## config.mk

```make
export PLATFORM = sky130hd
export DESIGN_NAME = gesture_note_qualifier
export DESIGN_NICKNAME = d
export VERILOG_FILES = /design/src/gnq_pkg.sv /design/src/gnq_in_stage.sv /design/src/gnq_core.sv /design/src/gesture_note_qualifier.sv
export SDC_FILE = /design/constraint.sdc
export NUM_CORES = 1
export LEC_CHECK = 0
export BUFFER_PORTS_ARGS = -buffer_cell sky130_fd_sc_hd__buf_4
export CORE_MARGIN = 4
export CORE_UTILIZATION = 25
export CTS_CLUSTER_DIAMETER = 30
export DETAILED_ROUTE_END_ITERATION = 8
export PLACE_DENSITY = 0.47
export SLEW_MARGIN = 25
export SYNTH_ARGS = -nofsm -noshare
export SYNTH_HDL_FRONTEND = slang
export SYNTH_SLANG_ARGS = --single-unit
```

## constraint.sdc

```tcl
create_clock -name i_clk -period 7.95 [get_ports i_clk]
set_clock_uncertainty 0.15 [all_clocks]
set_input_delay 0.795 -clock i_clk [delete_from_list [all_inputs] [get_ports i_clk]]
set_output_delay 0.795 -clock i_clk [all_outputs]
set_load 0.01 [all_outputs]
```

## src/gnq_pkg.sv

```systemverilog
`timescale 1ns / 1ps
// ----------------------------------------------------------------------------
// Gesture note qualifier package
// Shared types, register indexes and constants for the gesture note qualifier.
// ----------------------------------------------------------------------------
package gnq_pkg;

    // Field widths of one observation and one result.
    localparam int unsigned CLASS_W = 3;
    localparam int unsigned CONF_W  = 10;
    localparam int unsigned YPOS_W  = 10;
    localparam int unsigned SEQ_W   = 32;
    localparam int unsigned TIME_W  = 32;
    localparam int unsigned BAND_W  = 2;
    localparam int unsigned CNT_W   = 8;
    localparam int unsigned GAP_W   = 16;

    // Packed stream widths, padded to whole bytes.
    localparam int unsigned IN_BITS   = 1 + CLASS_W + CONF_W + YPOS_W + SEQ_W + TIME_W;
    localparam int unsigned IN_DATA_W = ((IN_BITS + 7) / 8) * 8;
    localparam int unsigned OUT_BITS   = 1 + CLASS_W + BAND_W;
    localparam int unsigned OUT_DATA_W = ((OUT_BITS + 7) / 8) * 8;

    // Configuration port.
    localparam int unsigned CFG_IDX_W  = 8;
    localparam int unsigned CFG_DATA_W = 16;

    localparam logic [CFG_IDX_W-1:0] CFG_CONF_LOW      = 8'd0;
    localparam logic [CFG_IDX_W-1:0] CFG_CONF_HIGH     = 8'd1;
    localparam logic [CFG_IDX_W-1:0] CFG_CONFIRM_COUNT = 8'd2;
    localparam logic [CFG_IDX_W-1:0] CFG_MIN_GAP_MS    = 8'd3;
    localparam logic [CFG_IDX_W-1:0] CFG_LOST_GRACE_MS = 8'd4;

    // Register reset values.
    localparam logic [CONF_W-1:0] CONF_LOW_RST      = 10'd500;
    localparam logic [CONF_W-1:0] CONF_HIGH_RST     = 10'd800;
    localparam logic [CNT_W-1:0]  CONFIRM_COUNT_RST = 8'd2;
    localparam logic [GAP_W-1:0]  MIN_GAP_MS_RST    = 16'd120;
    localparam logic [GAP_W-1:0]  LOST_GRACE_MS_RST = 16'd350;

    // Markers for "none" and tracking constants.
    localparam logic [CLASS_W-1:0] NO_CLASS   = 3'd7;
    localparam logic [BAND_W-1:0]  NO_BAND    = 2'd3;
    localparam logic [YPOS_W-1:0]  YPOS_SAT   = 10'd1000;
    localparam logic [11:0]        BAND_DIV   = 12'd1001;
    localparam logic [11:0]        BAND_DIV2  = 12'd2002;
    localparam logic [CNT_W-1:0]   CNT_MAX    = 8'd255;
    localparam logic [SEQ_W-1:0]   SEQ_RST    = 32'hFFFF_FFFF;

    // One gesture observation.
    typedef struct packed {
        logic [TIME_W-1:0]  now_ms;
        logic [SEQ_W-1:0]   frame_seq;
        logic [YPOS_W-1:0]  ypos;
        logic [CONF_W-1:0]  confidence;
        logic [CLASS_W-1:0] gesture_class;
        logic               hand_present;
    } t_obs;

    // One qualifier result.
    typedef struct packed {
        logic [BAND_W-1:0]  pitch_band;
        logic [CLASS_W-1:0] note_class;
        logic               accepted;
    } t_note;

    // Configuration register set.
    typedef struct packed {
        logic [CONF_W-1:0] conf_low;
        logic [CONF_W-1:0] conf_high;
        logic [CNT_W-1:0]  confirm_count;
        logic [GAP_W-1:0]  min_gap_ms;
        logic [GAP_W-1:0]  lost_grace_ms;
    } t_cfg;

    // Maps a vertical position to a pitch band: 2 - (y * 3) / 1001, y saturated.
    function automatic logic [BAND_W-1:0] ypos_to_band(input logic [YPOS_W-1:0] y);
        logic [YPOS_W-1:0] y_sat;
        logic [11:0]       y3;
        y_sat = (y > YPOS_SAT) ? YPOS_SAT : y;
        y3    = {2'b00, y_sat} + {1'b0, y_sat, 1'b0};
        if (y3 >= BAND_DIV2) begin
            ypos_to_band = 2'd0;
        end else if (y3 >= BAND_DIV) begin
            ypos_to_band = 2'd1;
        end else begin
            ypos_to_band = 2'd2;
        end
    endfunction

endpackage

```

## src/gnq_in_stage.sv

```systemverilog
`timescale 1ns / 1ps
// ----------------------------------------------------------------------------
// Gesture note qualifier input register
// Holds one observation from the input stream until the core takes it.
// ----------------------------------------------------------------------------
module gnq_in_stage
    import gnq_pkg::*;
(
    input  logic                 i_clk,
    input  logic                 i_rst_n,
    input  logic                 i_valid,
    output logic                 o_ready,
    input  logic [IN_DATA_W-1:0] i_data,
    output logic                 o_valid,
    input  logic                 i_take,
    output t_obs                 o_obs
);

    logic r_valid;
    t_obs r_obs;

    // The register can load when it is empty or is being emptied this cycle.
    assign o_ready = !r_valid || i_take;

    // Valid flag of the held observation.
    always_ff @(posedge i_clk) begin
        if (!i_rst_n) begin
            r_valid <= 1'b0;
        end else if (o_ready) begin
            r_valid <= i_valid;
        end
    end

    // Payload: loaded on each input transfer.
    always_ff @(posedge i_clk) begin
        if (i_valid && o_ready) begin
            r_obs <= t_obs'(i_data[IN_BITS-1:0]);
        end
    end

    assign o_valid = r_valid;
    assign o_obs   = r_obs;

endmodule

```

## src/gnq_core.sv

```systemverilog
`timescale 1ns / 1ps
// ----------------------------------------------------------------------------
// Gesture note qualifier core
// Tracking state, debounce and hold-off decision, and the result register.
// ----------------------------------------------------------------------------
module gnq_core
    import gnq_pkg::*;
(
    input  logic  i_clk,
    input  logic  i_rst_n,
    input  t_cfg  i_cfg,
    input  logic  i_valid,
    input  t_obs  i_obs,
    output logic  o_take,
    output logic  o_valid,
    input  logic  i_ready,
    output t_note o_note
);

    // Tracking state.
    logic [CLASS_W-1:0] r_cand_class, n_cand_class;
    logic [BAND_W-1:0]  r_cand_band, n_cand_band;
    logic [CNT_W-1:0]   r_cand_frames, n_cand_frames;
    logic [CLASS_W-1:0] r_stable_class, n_stable_class;
    logic [BAND_W-1:0]  r_stable_band, n_stable_band;
    logic [TIME_W-1:0]  r_lost_since, n_lost_since;
    logic [SEQ_W-1:0]   r_last_seq, n_last_seq;
    logic [TIME_W-1:0]  r_last_note_time, n_last_note_time;

    // Result register.
    logic  r_out_valid;
    t_note r_note, n_note;

    logic               obs_ok;
    logic [BAND_W-1:0]  band;
    logic [TIME_W-1:0]  lost_start;
    logic [TIME_W-1:0]  lost_elapsed;
    logic [TIME_W-1:0]  note_elapsed;
    logic               changed;
    logic               confirmed;
    logic               held_off;

    // An item is processed when the result register is free or being drained.
    assign o_take = i_valid && (!r_out_valid || i_ready);

    assign obs_ok = i_obs.hand_present && (i_obs.gesture_class != NO_CLASS)
                    && (i_obs.confidence >= i_cfg.conf_low);
    assign band   = ypos_to_band(i_obs.ypos);

    // The lost timer starts only once a note has been played.
    assign lost_start   = ((r_stable_class != NO_CLASS) && (r_lost_since == '0))
                          ? i_obs.now_ms : r_lost_since;
    assign lost_elapsed = i_obs.now_ms - lost_start;
    assign note_elapsed = i_obs.now_ms - r_last_note_time;

    // Next-state and result logic for one observation.
    always_comb begin
        n_cand_class     = r_cand_class;
        n_cand_band      = r_cand_band;
        n_cand_frames    = r_cand_frames;
        n_stable_class   = r_stable_class;
        n_stable_band    = r_stable_band;
        n_lost_since     = r_lost_since;
        n_last_seq       = r_last_seq;
        n_last_note_time = r_last_note_time;
        n_note           = '0;
        changed          = 1'b0;
        confirmed        = 1'b0;
        held_off         = 1'b0;

        if (!obs_ok) begin
            // Weak or missing observation: run the lost timer.
            n_lost_since = lost_start;
            if ((lost_start != '0) && (lost_elapsed >= {16'd0, i_cfg.lost_grace_ms})) begin
                n_cand_class     = NO_CLASS;
                n_cand_band      = NO_BAND;
                n_cand_frames    = '0;
                n_stable_class   = NO_CLASS;
                n_stable_band    = NO_BAND;
                n_lost_since     = '0;
                n_last_seq       = SEQ_RST;
                n_last_note_time = '0;
            end
        end else begin
            n_lost_since = '0;
            if (i_obs.frame_seq != r_last_seq) begin
                n_last_seq = i_obs.frame_seq;

                // Candidate pair tracking with a saturating frame count.
                if ((i_obs.gesture_class != r_cand_class) || (band != r_cand_band)) begin
                    n_cand_class  = i_obs.gesture_class;
                    n_cand_band   = band;
                    n_cand_frames = 8'd1;
                end else if (r_cand_frames != CNT_MAX) begin
                    n_cand_frames = r_cand_frames + 8'd1;
                end

                changed   = (i_obs.gesture_class != r_stable_class)
                            || (band != r_stable_band);
                confirmed = (i_obs.confidence >= i_cfg.conf_high)
                            || (n_cand_frames >= i_cfg.confirm_count);
                held_off  = (r_last_note_time != '0)
                            && (note_elapsed < {16'd0, i_cfg.min_gap_ms});

                // A confirmed new pair outside the hold-off becomes a note.
                if (changed && confirmed && !held_off) begin
                    n_stable_class    = i_obs.gesture_class;
                    n_stable_band     = band;
                    n_last_note_time  = i_obs.now_ms;
                    n_note.accepted   = 1'b1;
                    n_note.note_class = i_obs.gesture_class;
                    n_note.pitch_band = band;
                end
            end
        end
    end

    // State update on each processed item.
    always_ff @(posedge i_clk) begin
        if (!i_rst_n) begin
            r_cand_class     <= NO_CLASS;
            r_cand_band      <= NO_BAND;
            r_cand_frames    <= '0;
            r_stable_class   <= NO_CLASS;
            r_stable_band    <= NO_BAND;
            r_lost_since     <= '0;
            r_last_seq       <= SEQ_RST;
            r_last_note_time <= '0;
        end else if (o_take) begin
            r_cand_class     <= n_cand_class;
            r_cand_band      <= n_cand_band;
            r_cand_frames    <= n_cand_frames;
            r_stable_class   <= n_stable_class;
            r_stable_band    <= n_stable_band;
            r_lost_since     <= n_lost_since;
            r_last_seq       <= n_last_seq;
            r_last_note_time <= n_last_note_time;
        end
    end

    // Result valid flag: set by a processed item, cleared by an output transfer.
    always_ff @(posedge i_clk) begin
        if (!i_rst_n) begin
            r_out_valid <= 1'b0;
        end else if (!r_out_valid || i_ready) begin
            r_out_valid <= i_valid;
        end
    end

    // Result payload.
    always_ff @(posedge i_clk) begin
        if (o_take) begin
            r_note <= n_note;
        end
    end

    assign o_valid = r_out_valid;
    assign o_note  = r_note;

endmodule

```

## src/gesture_note_qualifier.sv

```systemverilog
`timescale 1ns / 1ps
// ----------------------------------------------------------------------------
// Gesture note qualifier
// Debounces gesture observations into notes, with confirm frames, a lost
// timer and a minimum gap between notes.
// ----------------------------------------------------------------------------
// Usage:
//   Observations arrive on the s_axis stream, one per transfer; each yields
//   exactly one result on the m_axis stream, whether or not a note was
//   accepted. Thresholds and times are set through the write port
//   (i_cfg_we, i_cfg_idx, i_cfg_data) while the stream is idle.
//   The decision logic works on the item while it sits in the input register
//   and loads the result register when that register is free or being
//   drained. Throughput is one item per cycle while the receiver does not
//   stall, as the whole decision for an item is made in a single pass
//   against the tracking registers.
//   When the receiver stalls, the result register holds its item, the input
//   register takes one more item and then s_axis_tready falls; no data is
//   lost. Synchronous reset clears both registers, the tracking state and
//   restores the register reset values.
// ----------------------------------------------------------------------------
module gesture_note_qualifier
    import gnq_pkg::*;
(
    input  logic                  i_clk,
    input  logic                  i_rst_n,
    // Input stream: hand_present, gesture_class, confidence, ypos, frame_seq,
    // now_ms, from bit 0 up.
    input  logic                  s_axis_tvalid,
    output logic                  s_axis_tready,
    input  logic [IN_DATA_W-1:0]  s_axis_tdata,
    // Result stream: accepted, note_class, pitch_band, from bit 0 up; zero pad.
    output logic                  m_axis_tvalid,
    input  logic                  m_axis_tready,
    output logic [OUT_DATA_W-1:0] m_axis_tdata,
    // Configuration write port.
    input  logic                  i_cfg_we,
    input  logic [CFG_IDX_W-1:0]  i_cfg_idx,
    input  logic [CFG_DATA_W-1:0] i_cfg_data
);

    t_cfg  r_cfg;
    t_obs  obs;
    t_note note;
    logic  obs_valid;
    logic  core_take;

    // Configuration registers; unknown indexes are ignored.
    always_ff @(posedge i_clk) begin
        if (!i_rst_n) begin
            r_cfg.conf_low      <= CONF_LOW_RST;
            r_cfg.conf_high     <= CONF_HIGH_RST;
            r_cfg.confirm_count <= CONFIRM_COUNT_RST;
            r_cfg.min_gap_ms    <= MIN_GAP_MS_RST;
            r_cfg.lost_grace_ms <= LOST_GRACE_MS_RST;
        end else if (i_cfg_we) begin
            case (i_cfg_idx)
                CFG_CONF_LOW:      r_cfg.conf_low      <= i_cfg_data[CONF_W-1:0];
                CFG_CONF_HIGH:     r_cfg.conf_high     <= i_cfg_data[CONF_W-1:0];
                CFG_CONFIRM_COUNT: r_cfg.confirm_count <= i_cfg_data[CNT_W-1:0];
                CFG_MIN_GAP_MS:    r_cfg.min_gap_ms    <= i_cfg_data[GAP_W-1:0];
                CFG_LOST_GRACE_MS: r_cfg.lost_grace_ms <= i_cfg_data[GAP_W-1:0];
                default: begin
                end
            endcase
        end
    end

    // Input register.
    gnq_in_stage u_in_stage (
        .i_clk   (i_clk),
        .i_rst_n (i_rst_n),
        .i_valid (s_axis_tvalid),
        .o_ready (s_axis_tready),
        .i_data  (s_axis_tdata),
        .o_valid (obs_valid),
        .i_take  (core_take),
        .o_obs   (obs)
    );

    // Decision logic and result register.
    gnq_core u_core (
        .i_clk   (i_clk),
        .i_rst_n (i_rst_n),
        .i_cfg   (r_cfg),
        .i_valid (obs_valid),
        .i_obs   (obs),
        .o_take  (core_take),
        .o_valid (m_axis_tvalid),
        .i_ready (m_axis_tready),
        .o_note  (note)
    );

    assign m_axis_tdata = {{(OUT_DATA_W - OUT_BITS){1'b0}}, note};

    // A result never appears without an observation having been held.
    a_result_from_item: assert property (@(posedge i_clk) disable iff (!i_rst_n)
        $rose(m_axis_tvalid) |-> $past(obs_valid))
        else $error("result appeared without a held observation");

    // An accepted note carries a real class and band.
    a_note_fields: assert property (@(posedge i_clk) disable iff (!i_rst_n)
        (m_axis_tvalid && m_axis_tdata[0]) |->
        (m_axis_tdata[3:1] != NO_CLASS) && (m_axis_tdata[5:4] != NO_BAND))
        else $error("accepted note with an invalid class or band");

    // A result without a note has zero class and band.
    a_idle_fields: assert property (@(posedge i_clk) disable iff (!i_rst_n)
        (m_axis_tvalid && !m_axis_tdata[0]) |-> (m_axis_tdata[5:1] == 5'd0))
        else $error("result without a note carries non-zero fields");

    // Reset empties the result register.
    a_reset_empty: assert property (@(posedge i_clk)
        !i_rst_n |=> !m_axis_tvalid)
        else $error("result valid after reset");

endmodule

```

After elaboration in Yosys (flattened, before gate mapping) --
Cells that the tools add are included.
Cells by class: $add $sub $neg 4, multipliers 0, div/mod/pow operators 0, order comparisons 8, equal/unequal tests 15, shifts and indexed selects 0, mux-type cells 35, bitwise operators 0, reduce and logical (&&, ||, !) cells 32
Operators with widths (count):
- $mux 32 | 10
- $reduce_bool 32->1 | 2
- $sub 32x32->32 | 2
- $mux 8 | 7
- $ge 32x16->1 | 1
- $logic_not 32->1 | 1
- $lt 32x16->1 | 1
- $ne 32x32->1 | 1
- $mux 3 | 7
- $ge 10x10->1 | 2
- $mux 2 | 9
- $eq 8x2->1 const B | 2
- $add 10x11->12 | 1
- $ge 12x10->1 const B | 1
- $ge 12x11->1 const B | 1
- $reduce_and 2->1 | 6
- $gt 10x10->1 const B | 1
- $mux 10 | 1
- $logic_and 1x1->1 | 9
- $add 8x1->8 const B | 1
- $eq 8x1->1 const B | 1
- $eq 8x3->1 const B | 1
- $ge 8x8->1 | 1
- $logic_not 8->1 | 1
- 11 further kinds | 24
Storage, ports and cells: bits in registers 270, latch bits 0, memory bits (writable) 0, memory bits (read-only) 0, input bits 117, output and inout bits 10, logic and storage cells 118, memories 0

Logic depth before layout (Yosys ltp) --
Gate-level depths: netlist (run 1).
word-level depth 18, depth in mapped cells 31, gate-level depth less buffers 28

Cells and area by module --
Synthesis (run 1) repeated with hierarchy kept, for this count alone.
Unflattened totals: cell total of the unflattened synthesis 1821, area, all modules 16667.2 um^2
By module, submodules not included:
- gnq_core | instances 1, cells an instance 1496, area an instance 11572.3 um^2, sequential area each 2482.4 um^2
- gnq_in_stage | instances 1, cells an instance 93, area an instance 2700.1 um^2, sequential area each 2662.6 um^2
- gesture_note_qualifier | instances 1, cells an instance 232, area an instance 2394.8 um^2, sequential area each 1201.2 um^2

Worst setup path before layout (run 1) --
No wires, ideal clock.
path type reg2reg, start register u_in_stage.r_obs, in the netlist u_in_stage.o_obs[20], end register u_core.r_stable_band[0], setup time 125 ps, arrival 5717 ps, data required time 7675 ps, path slack 1958 ps, cell stages (with the launch flop) 31, path buffers 3, clock period less this slack 5992 ps, path through edfxtp_1 ha_1 o2111ai_1 and2_1 ha_1 ha_1 and4b_1 a211oi_2 a311o_1 nand4_2 or2_0 a221oi_1 nand2_1 xor2_1 nand3_1 buf_2 buf_1 nor2_1 ha_1 nand2b_1 a21o_1 a21o_1 a211oi_1 o21ai_0 o211ai_1 o211ai_1 o31ai_2 o21ai_2 a21oi_4 buf_6 a22oi_1
On the way: cells in the longest elaborated chain, start to end 17, elaborated cells on any way between the ends 23, classes of those cells add/sub (1); order compare (4); eq/ne (3); mux (9); reduce/logical (6)
RTL lines:
- from (decl) | RTL line gnq_in_stage.sv:20 | t_obs r_obs;
- from (signal assigned) | RTL line gnq_in_stage.sv:37 | r_obs <= t_obs'(i_data[IN_BITS-1:0]);
- $gt 10x10->1 | RTL line gnq_pkg.sv:80 | y_sat = (y > YPOS_SAT) ? YPOS_SAT : y;
- $mux 10 * | RTL line gnq_pkg.sv:80
- $add 10x11->12 * | RTL line gnq_pkg.sv:81 | y3 = {2'b00, y_sat} + {1'b0, y_sat, 1'b0};
- $ge 12x10->1 | RTL line gnq_pkg.sv:84 | end else if (y3 >= BAND_DIV) begin
- $mux 2 | RTL line gnq_pkg.sv:84
- $mux 2 * | RTL line gnq_pkg.sv:82 | if (y3 >= BAND_DIV2) begin
- $ne 2x2->1 | RTL line gnq_core.sv:90 | if ((i_obs.gesture_class != r_cand_class) || (band != r_cand_band)) begin
- $logic_or 1x1->1 | RTL line gnq_core.sv:90
- $mux 8 | RTL line gnq_core.sv:90
- $mux 8 | RTL line gnq_core.sv:86 | if (i_obs.frame_seq != r_last_seq) begin
- $mux 8 | RTL line gnq_core.sv:71 | if (!obs_ok) begin
- $ge 8x8->1 | RTL line gnq_core.sv:101 | || (n_cand_frames >= i_cfg.confirm_count);
- $logic_or 1x1->1 | RTL line gnq_core.sv:101
- $logic_and 1x1->1 (2 in series) | RTL line gnq_core.sv:106 | if (changed && confirmed && !held_off) begin
- $ne 2x2->1 (no line)
- $reduce_and 4->1 (no line)
- to (signal assigned) | RTL line gnq_core.sv:134 | r_stable_band <= n_stable_band;
- to (decl) | RTL line gnq_core.sv:25 | logic [BAND_W-1:0] r_stable_band, n_stable_band;
Mark *: on every way between the ends. The rest lies on a longest branch, timed or not. The select of a mux whose other input is x is not followed. A chain may end at the register's enable or synchronous reset.

Worst setup path in the final report (run 1) --
start register u_core.r_lost_since[31], end register u_core.r_last_note_time[27]
On the way: cells in the longest elaborated chain, start to end 8, elaborated cells on any way between the ends 9, classes of those cells add/sub (1); order compare (1); mux (1); reduce/logical (6)
RTL lines:
- from (decl) | RTL line gnq_core.sv:26 | logic [TIME_W-1:0] r_lost_since, n_lost_since;
- from (signal assigned) | RTL line gnq_core.sv:135 | r_lost_since <= n_lost_since;
- $logic_not 32->1 | RTL line gnq_core.sv:51 | assign lost_start = ((r_stable_class != NO_CLASS) && (r_lost_since == '0))
- $logic_and 1x1->1 | RTL line gnq_core.sv:51
- $mux 32 * | RTL line gnq_core.sv:52 | ? i_obs.now_ms : r_lost_since;
- $sub 32x32->32 | RTL line gnq_core.sv:53 | assign lost_elapsed = i_obs.now_ms - lost_start;
- $ge 32x16->1 | RTL line gnq_core.sv:74 | if ((lost_start != '0) && (lost_elapsed >= {16'd0, i_cfg.lost_grace_ms})) begin
- $logic_and 1x1->1 * | RTL line gnq_core.sv:74
- $reduce_bool 2->1 (no line) *
- $reduce_and 4->1 (no line) *
- to (signal assigned) | RTL line gnq_core.sv:137 | r_last_note_time <= n_last_note_time;
- to (decl) | RTL line gnq_core.sv:28 | logic [TIME_W-1:0] r_last_note_time, n_last_note_time;
Mark *: on every way between the ends. The rest lies on a longest branch, timed or not.

==> qor.yml, run 1 <==
status: "complete, no violations"
area_delta_synth_final_pct: 27.31
p_sw_mw: 1.231
min-delay-start: "s_axis_tdata[70]"
start_util: 0.2525
cts_tree: "built"
combPwrFrac: 0.089
fmax_mhz: 143.1
start_kind: "flip-flop"
grt_overflow: 0
yosysWarnings: 0
first_iter_violations: 831
grt_pass1_wl_um: 74510
root_buffer: "clkbuf_16"
max_slew.worst_pin.slew_ns: 0.9312
finalSetupViolCount: 0
drv_slew: 0
final_cells: 2800
swShare: 0.2461
holdPathStages: 1
coreArea_sq_um: 62970
syn_inst: 1756
io_pins: 127
slowest_delay_ns: 0.90
dp_hpwl_um: 35570
synth_edf_count: 94
vias: 13720
synth-main-ff-cell: "dfxtp_1"
gr-usage-all-layers: 0.1381
post-route-util: 0.3214
holdWs_ns: 0.2202
synth_cell_types: 87
yosys.cell_count.top_type: "dfxtp_1"
grt_pass1_vias: 13640
seq_area_frac_synth: 0.3992
wire_per_inst_um: 17.02
rsz0062_at_grt: "false"
fin_setup_tns_ns: 0
clk_pin_slew_ns: 0.05
cts_resized: 0
crit_fanout: 34
die_area_sq_um: 67680
dp_slack_ns: 1.084
drc_errors: 0
gp_congestion: 0.8553
firstDrtPassIters: 7
cp-endpoint: "u_core.r_last_note_time[27]"
power_frac_seq: 0.304
hold_viol_final: 0
r2r-end: "u_core.r_last_note_time[27]"
syn_avg_cell_area_sq_um: 9.053
ys_ff_latch: 270
arrival_ns: 7.34
fin_ws_ns: 0.9629
synth.cell_area_sq_um: 15900
synthTopCellsByCount: "dfxtp_1 (176), nand2_1 (148), a21oi_1 (145), nor2_1 (145), ha_1 (133)"
synthTopCellsByArea: "dfxtp_1 (22%), edfxtp_1 (18%), ha_1 (10%)"
drive_above_1_share: 0.1453
worstSkewPairLatency_ns: 0.60
htree_levels: 3
antenna_found_initial: 0
vias_per_cell: 4.901
cts_buffers: 74
cp.required_ns: 8.31
ant_nets: 0
cp_slowest_cell: "a2111oi_0"
power_mw: 5.000
fin_crit_ns: 6.987
post-route-period-util: 0.8789
numPortBuffers: 124
grt_max_degree: 67
postPlaceCellArea_sq_um: 17660
final_cell_area_sq_um: 20240
nNetsFinal: 2147
hp-class: "in -> reg"
drt-total-wl_um: 47660
leakagePower_nw: 7.999
clock_power_share: 0.607
n_antenna_cell: 0
rr_worst_depth: 22
die_w_um: 260.2
row_count: 92
max-cap-violations: 0
power_density_nw_per_um2: 247.1
worstSetupPathType: "reg -> reg"
yosysTopAreaCell: "dfxtp_1"
rr_startpoint: "u_core.r_lost_since[31]"
path_cells: "nor4_1 > nand4_1 > nor3_2 > buf_4 > a21oi_1 > ha_1 > o2111ai_1 > a2111oi_0 > nor3b_1 > o21ai_0 > xor2_1 > ha_1 > a211oi_1 > o221ai_1 > a21oi_1 > o2bb2ai_1 > nor4_2 > a31oi_1 > a31o_1 > a21oi_4 > buf_4 > a22o_1"
dp_cells: 2665
clock_sinks: 270
max-slew-margin-rel: 0.3631
rrSetupSlack_ns: 0.96
cts_hold_buf: 0
end_kind: "flip-flop"
async_reset_ff_frac: 0
synth_top_area_share: 0.2216
cts.path.max_buffers: 3
cts_setup_buffers: 0
ir_drop_mv: 0.1566
p_int_mw: 3.769
die_h_um: 260.2
cp-startpoint: "u_core.r_lost_since[31]"
==> power by group through the flow <==
stage	Combinational (mW)	Sequential [mW]	Clock [mW]
after CTS	0.449	1.52	3.11
after detailed placement	0.447	1.54	0
after global placement	0.445	1.54	0
final	0.446	1.52	3.04
after global routing	0.500	1.52	3.18
after floorplan	0.303	1.52	0
==> final cells by class <==
type,count,area [sq um]
fillers,6461,42730
multi-input cells,1281,8735
repair buffers,136,1021
inverters,132,495.5
flip-flops and latches,270,6346
well taps,846,1059
clock inverters,39,536.8
clock buffers,96,2046
==> kinds of logic after synthesis <==
| logic type | synth area share |
|---|---|
| simple gates | 0.1539 |
| buf+inv | 0.05281 |
| other cells | 0.0002359 |
| mux | 0.02283 |
| compound gates | 0.2159 |
| flops | 0.3992 |
| fa+ha+maj | 0.1072 |
| xor+xnor | 0.04793 |
==> layout by cell type, fill, tap and decap left out, drive strengths merged, types with 6 or more instances in the layout <==
cell / instances
and2: 8
dfxtp: 176
inv: 139
ha: 133
a21oi: 146
mux2i: 34
clkbuf: 96
o22ai: 36
and3: 17
edfxtp: 94
nand2: 148
nor2b: 17
bufinv: 9
nand2b: 9
nor2: 145
buf: 136
xnor2: 27
o21ai: 58
xor2: 60
o21bai: 13
a21o: 40
a22oi: 6
o211ai: 26
o2111ai: 7
a31oi: 42
a2111oi: 9
nor3: 29
a22o: 34
clkinvlp: 9
clkinv: 14
o21a: 15
nor4: 42
and4: 7
a211oi: 16
or2: 11
a211o: 6
nand4: 24
nand3: 30
==> per-layer routing <==
metal | share of wire | global-route usage | vias up | wire, um
met3 | 0.052 | 0.03399 | 100 | 2498
li1 | - | - | 6784 | -
met5 | 0 | 0 | - | 0
met4 | 0.032 | 0.05636 | 0 | 1532
met2 | 0.46 | 0.2224 | 307 | 21800
met1 | 0.46 | 0.1775 | 6531 | 21830
==> critical path, delay by kind of cell (launching register included) <==
family / cells / cell delay [ns]
xor gates and xnor gates: 1 / 0.10
and+or+nand+nor: 5 / 1.68
AOI/OAI and AO/OA: 12 / 3.29
buffers and inverters: 2 / 0.68
DFF: 1 / 0.35
adders and majority gates: 2 / 0.61
==> state kept, by name, indices dropped and copies added, names as in the netlist <==
register	cells
u_core.r_cand_class	3
u_core.r_stable_class	3
u_in_stage.o_obs	88
u_core.r_cand_band	2
u_core.r_last_seq	32
u_core.o_valid	1
u_core.r_cand_frames	8
u_core.r_last_note_time	32
u_in_stage.o_valid	1
u_core.r_stable_band	2
u_core.r_lost_since	32
r_cfg	60
u_core.o_note	6
==> worst min path at each step <==
| stage | to | slack, ns |
|---|---|---|
| floorplan | r_cfg[10] | 0.29 |
| global placement | r_cfg[11] | 0.30 |
| detailed placement | r_cfg[9] | 0.30 |
| CTS | u_in_stage.o_obs[70] | 0.18 |
| global route | u_in_stage.o_obs[73] | 0.19 |
| finish | u_in_stage.o_obs[70] | 0.22 |
No activity file was read; power rests on OpenSTA's default activity.
==> run 2, diff against run 1 <==
--- a/config.mk
+++ b/config.mk
@@ -8,7 +8,7 @@
 export BUFFER_PORTS_ARGS = -buffer_cell sky130_fd_sc_hd__buf_4
 export CORE_MARGIN = 4
 export CORE_UTILIZATION = 25
-export CTS_CLUSTER_DIAMETER = 30
+export CTS_CLUSTER_DIAMETER = 150
 export DETAILED_ROUTE_END_ITERATION = 8
 export PLACE_DENSITY = 0.47
 export SLEW_MARGIN = 25
==> constraint.sdc (replaced) <==
create_clock -name i_clk -period 8.54 [get_ports i_clk]
set_clock_uncertainty 0.15 [all_clocks]
set_input_delay 0.854 -clock i_clk [delete_from_list [all_inputs] [get_ports i_clk]]
set_output_delay 0.854 -clock i_clk [all_outputs]
set_load 0.01 [all_outputs]
==> qor.yml, run 2 (synthesized netlist as in run 1, its figures left out) <==
wire_per_inst_um: 17.54
cp_top_family: "compound AO/OA/AOI/OAI gates"
holdWs_ns: 0.3038
power_density_nw_per_um2: 180.6
leakagePower_nw: 7.364
gp_congestion: 0.8490
start_util: 0.2525
final_cell_mix: "dfxtp_1 (176), nand2_1 (147), a21oi_1 (145), nor2_1 (145), buf_4 (134)"
drc_errors: 0
postPlaceCellArea_sq_um: 17640
arrival_ns: 7.24
clk_pin_slew_ns: 0.06
die_area_sq_um: 67680
cts_hold_buf: 0
hold_viol_final: 0
io_pins: 127
worstSkewPairLatency_ns: 0.55
slowest_delay_ns: 0.45
use_met2: 0.2308
drt-total-wl_um: 47830
cts_buffers: 35
finalSetupViolCount: 0
crit_buf_inv: 2
final_cell_area_sq_um: 18890
grt_pass1_wl_um: 74980
rsz0062_at_grt: "false"
post-route-period-util: 0.8101
max-cap-violations: 0
firstDrtPassIters: 5
grt_pass1_vias: 13330
drv_slew: 0
power_mw: 3.412
drive_above_1_share: 0.1170
max_slew.worst_pin.slew_ns: 0.8428
die_w_um: 260.2
ant_nets: 0
vias: 13380
grt.busiest_layer: "met2"
cts_setup_buffers: 0
cp_slowest_cell: "edfxtp_1"
cts.path.max_buffers: 3
first_iter_violations: 835
antenna_found_initial: 0
crit_fanout: 32
nNetsFinal: 2106
area_delta_synth_final_pct: 18.84
die_h_um: 260.2
end_kind: "flip-flop"
cts_tree: "built"
fmax_mhz: 144.6
dp_hpwl_um: 35870
fin_setup_tns_ns: 0
worstSetupPathType: "reg -> reg"
clock_sinks: 270
row_count: 92
grt_max_degree: 65
use_met1: 0.1812
gr-usage-all-layers: 0.1387
grt_overflow: 0
ir_drop_mv: 0.1286
n_antenna_cell: 0
numPortBuffers: 124
largest_reg_flops: 88
hp-class: "reg -> reg"
cts_resized: 0
max-slew-margin-rel: 0.4381
htree_levels: 2
cp_common_cell: "ha_1"
root_buffer: "clkbuf_16"
cp.required_ns: 8.86
fin_crit_ns: 6.918
layout_commonest_cell: "dfxtp_1"
status: "complete, no violations"
start_kind: "flip-flop"
vias_per_cell: 4.905
coreArea_sq_um: 62970
met3_usage: 0.02678
run 2: cell types whose count changed in the layout (fill, tap and decap cells not counted), moves of 2 or more:
cell        change
clkinv_8        -2
buf_4           -2
clkinv_2        -3
bufinv_16       -4
clkbuf_16      -37
inv_6           -3
clkbuf_8        -7
clkbuf_1        -8
clkinvlp_4      -7
run 2: path summary, 6_finish.rpt:
kind | start | end | slack, ns | depth (start not counted)
setup / recovery | u_in_stage.o_obs[23] | u_core.r_last_note_time[28] | 1.62 | 29
hold / removal | r_cfg[11] | r_cfg[11] | 0.30 | 2
setup reg to reg | u_in_stage.o_obs[23] | u_core.r_last_note_time[28] | 1.62 | 29
hold reg to reg | r_cfg[11] | r_cfg[11] | 0.30 | 2
run 2: worst min-delay path, stage by stage, from the launching register on:
cell,delay (ns)
dfxtp_1,0.31
nand2_1,0.05
a21oi_1,0.05
run 2: power breakdown:
group	internal [mW]	total (mW)	switching, mW
clock network	0.986	1.59	0.603
registers	1.37	1.41	0.0433
logic	0.174	0.415	0.241
run 2: stage by stage:
step                        util  setup WS [ns]  cells
after floorplan                -          2.548   1757
after global placement    0.2801          1.631   2663
after detailed placement  0.2801          1.653   2663
after CTS                 0.2999          1.610   2727
after global routing      0.3000         0.9747   2727
final                     0.3000          1.622   2727
run 2: final cells by class:
cell class              count  area (sq um)
clock inverters            20         255.2
clock buffers              44         993.5
well taps                 846          1059
repair buffers            134          1006
flip-flops and latches    270          6346
inverters                 132         495.5
multi-input cells        1281          8737
fillers                  6650         44070
run 2: layer usage:
layer,up-vias,share of wire
met1,6337,0.46
met3,71,0.048
met4,0,0.028
li1,6673,-
met2,295,0.47
met5,-,0
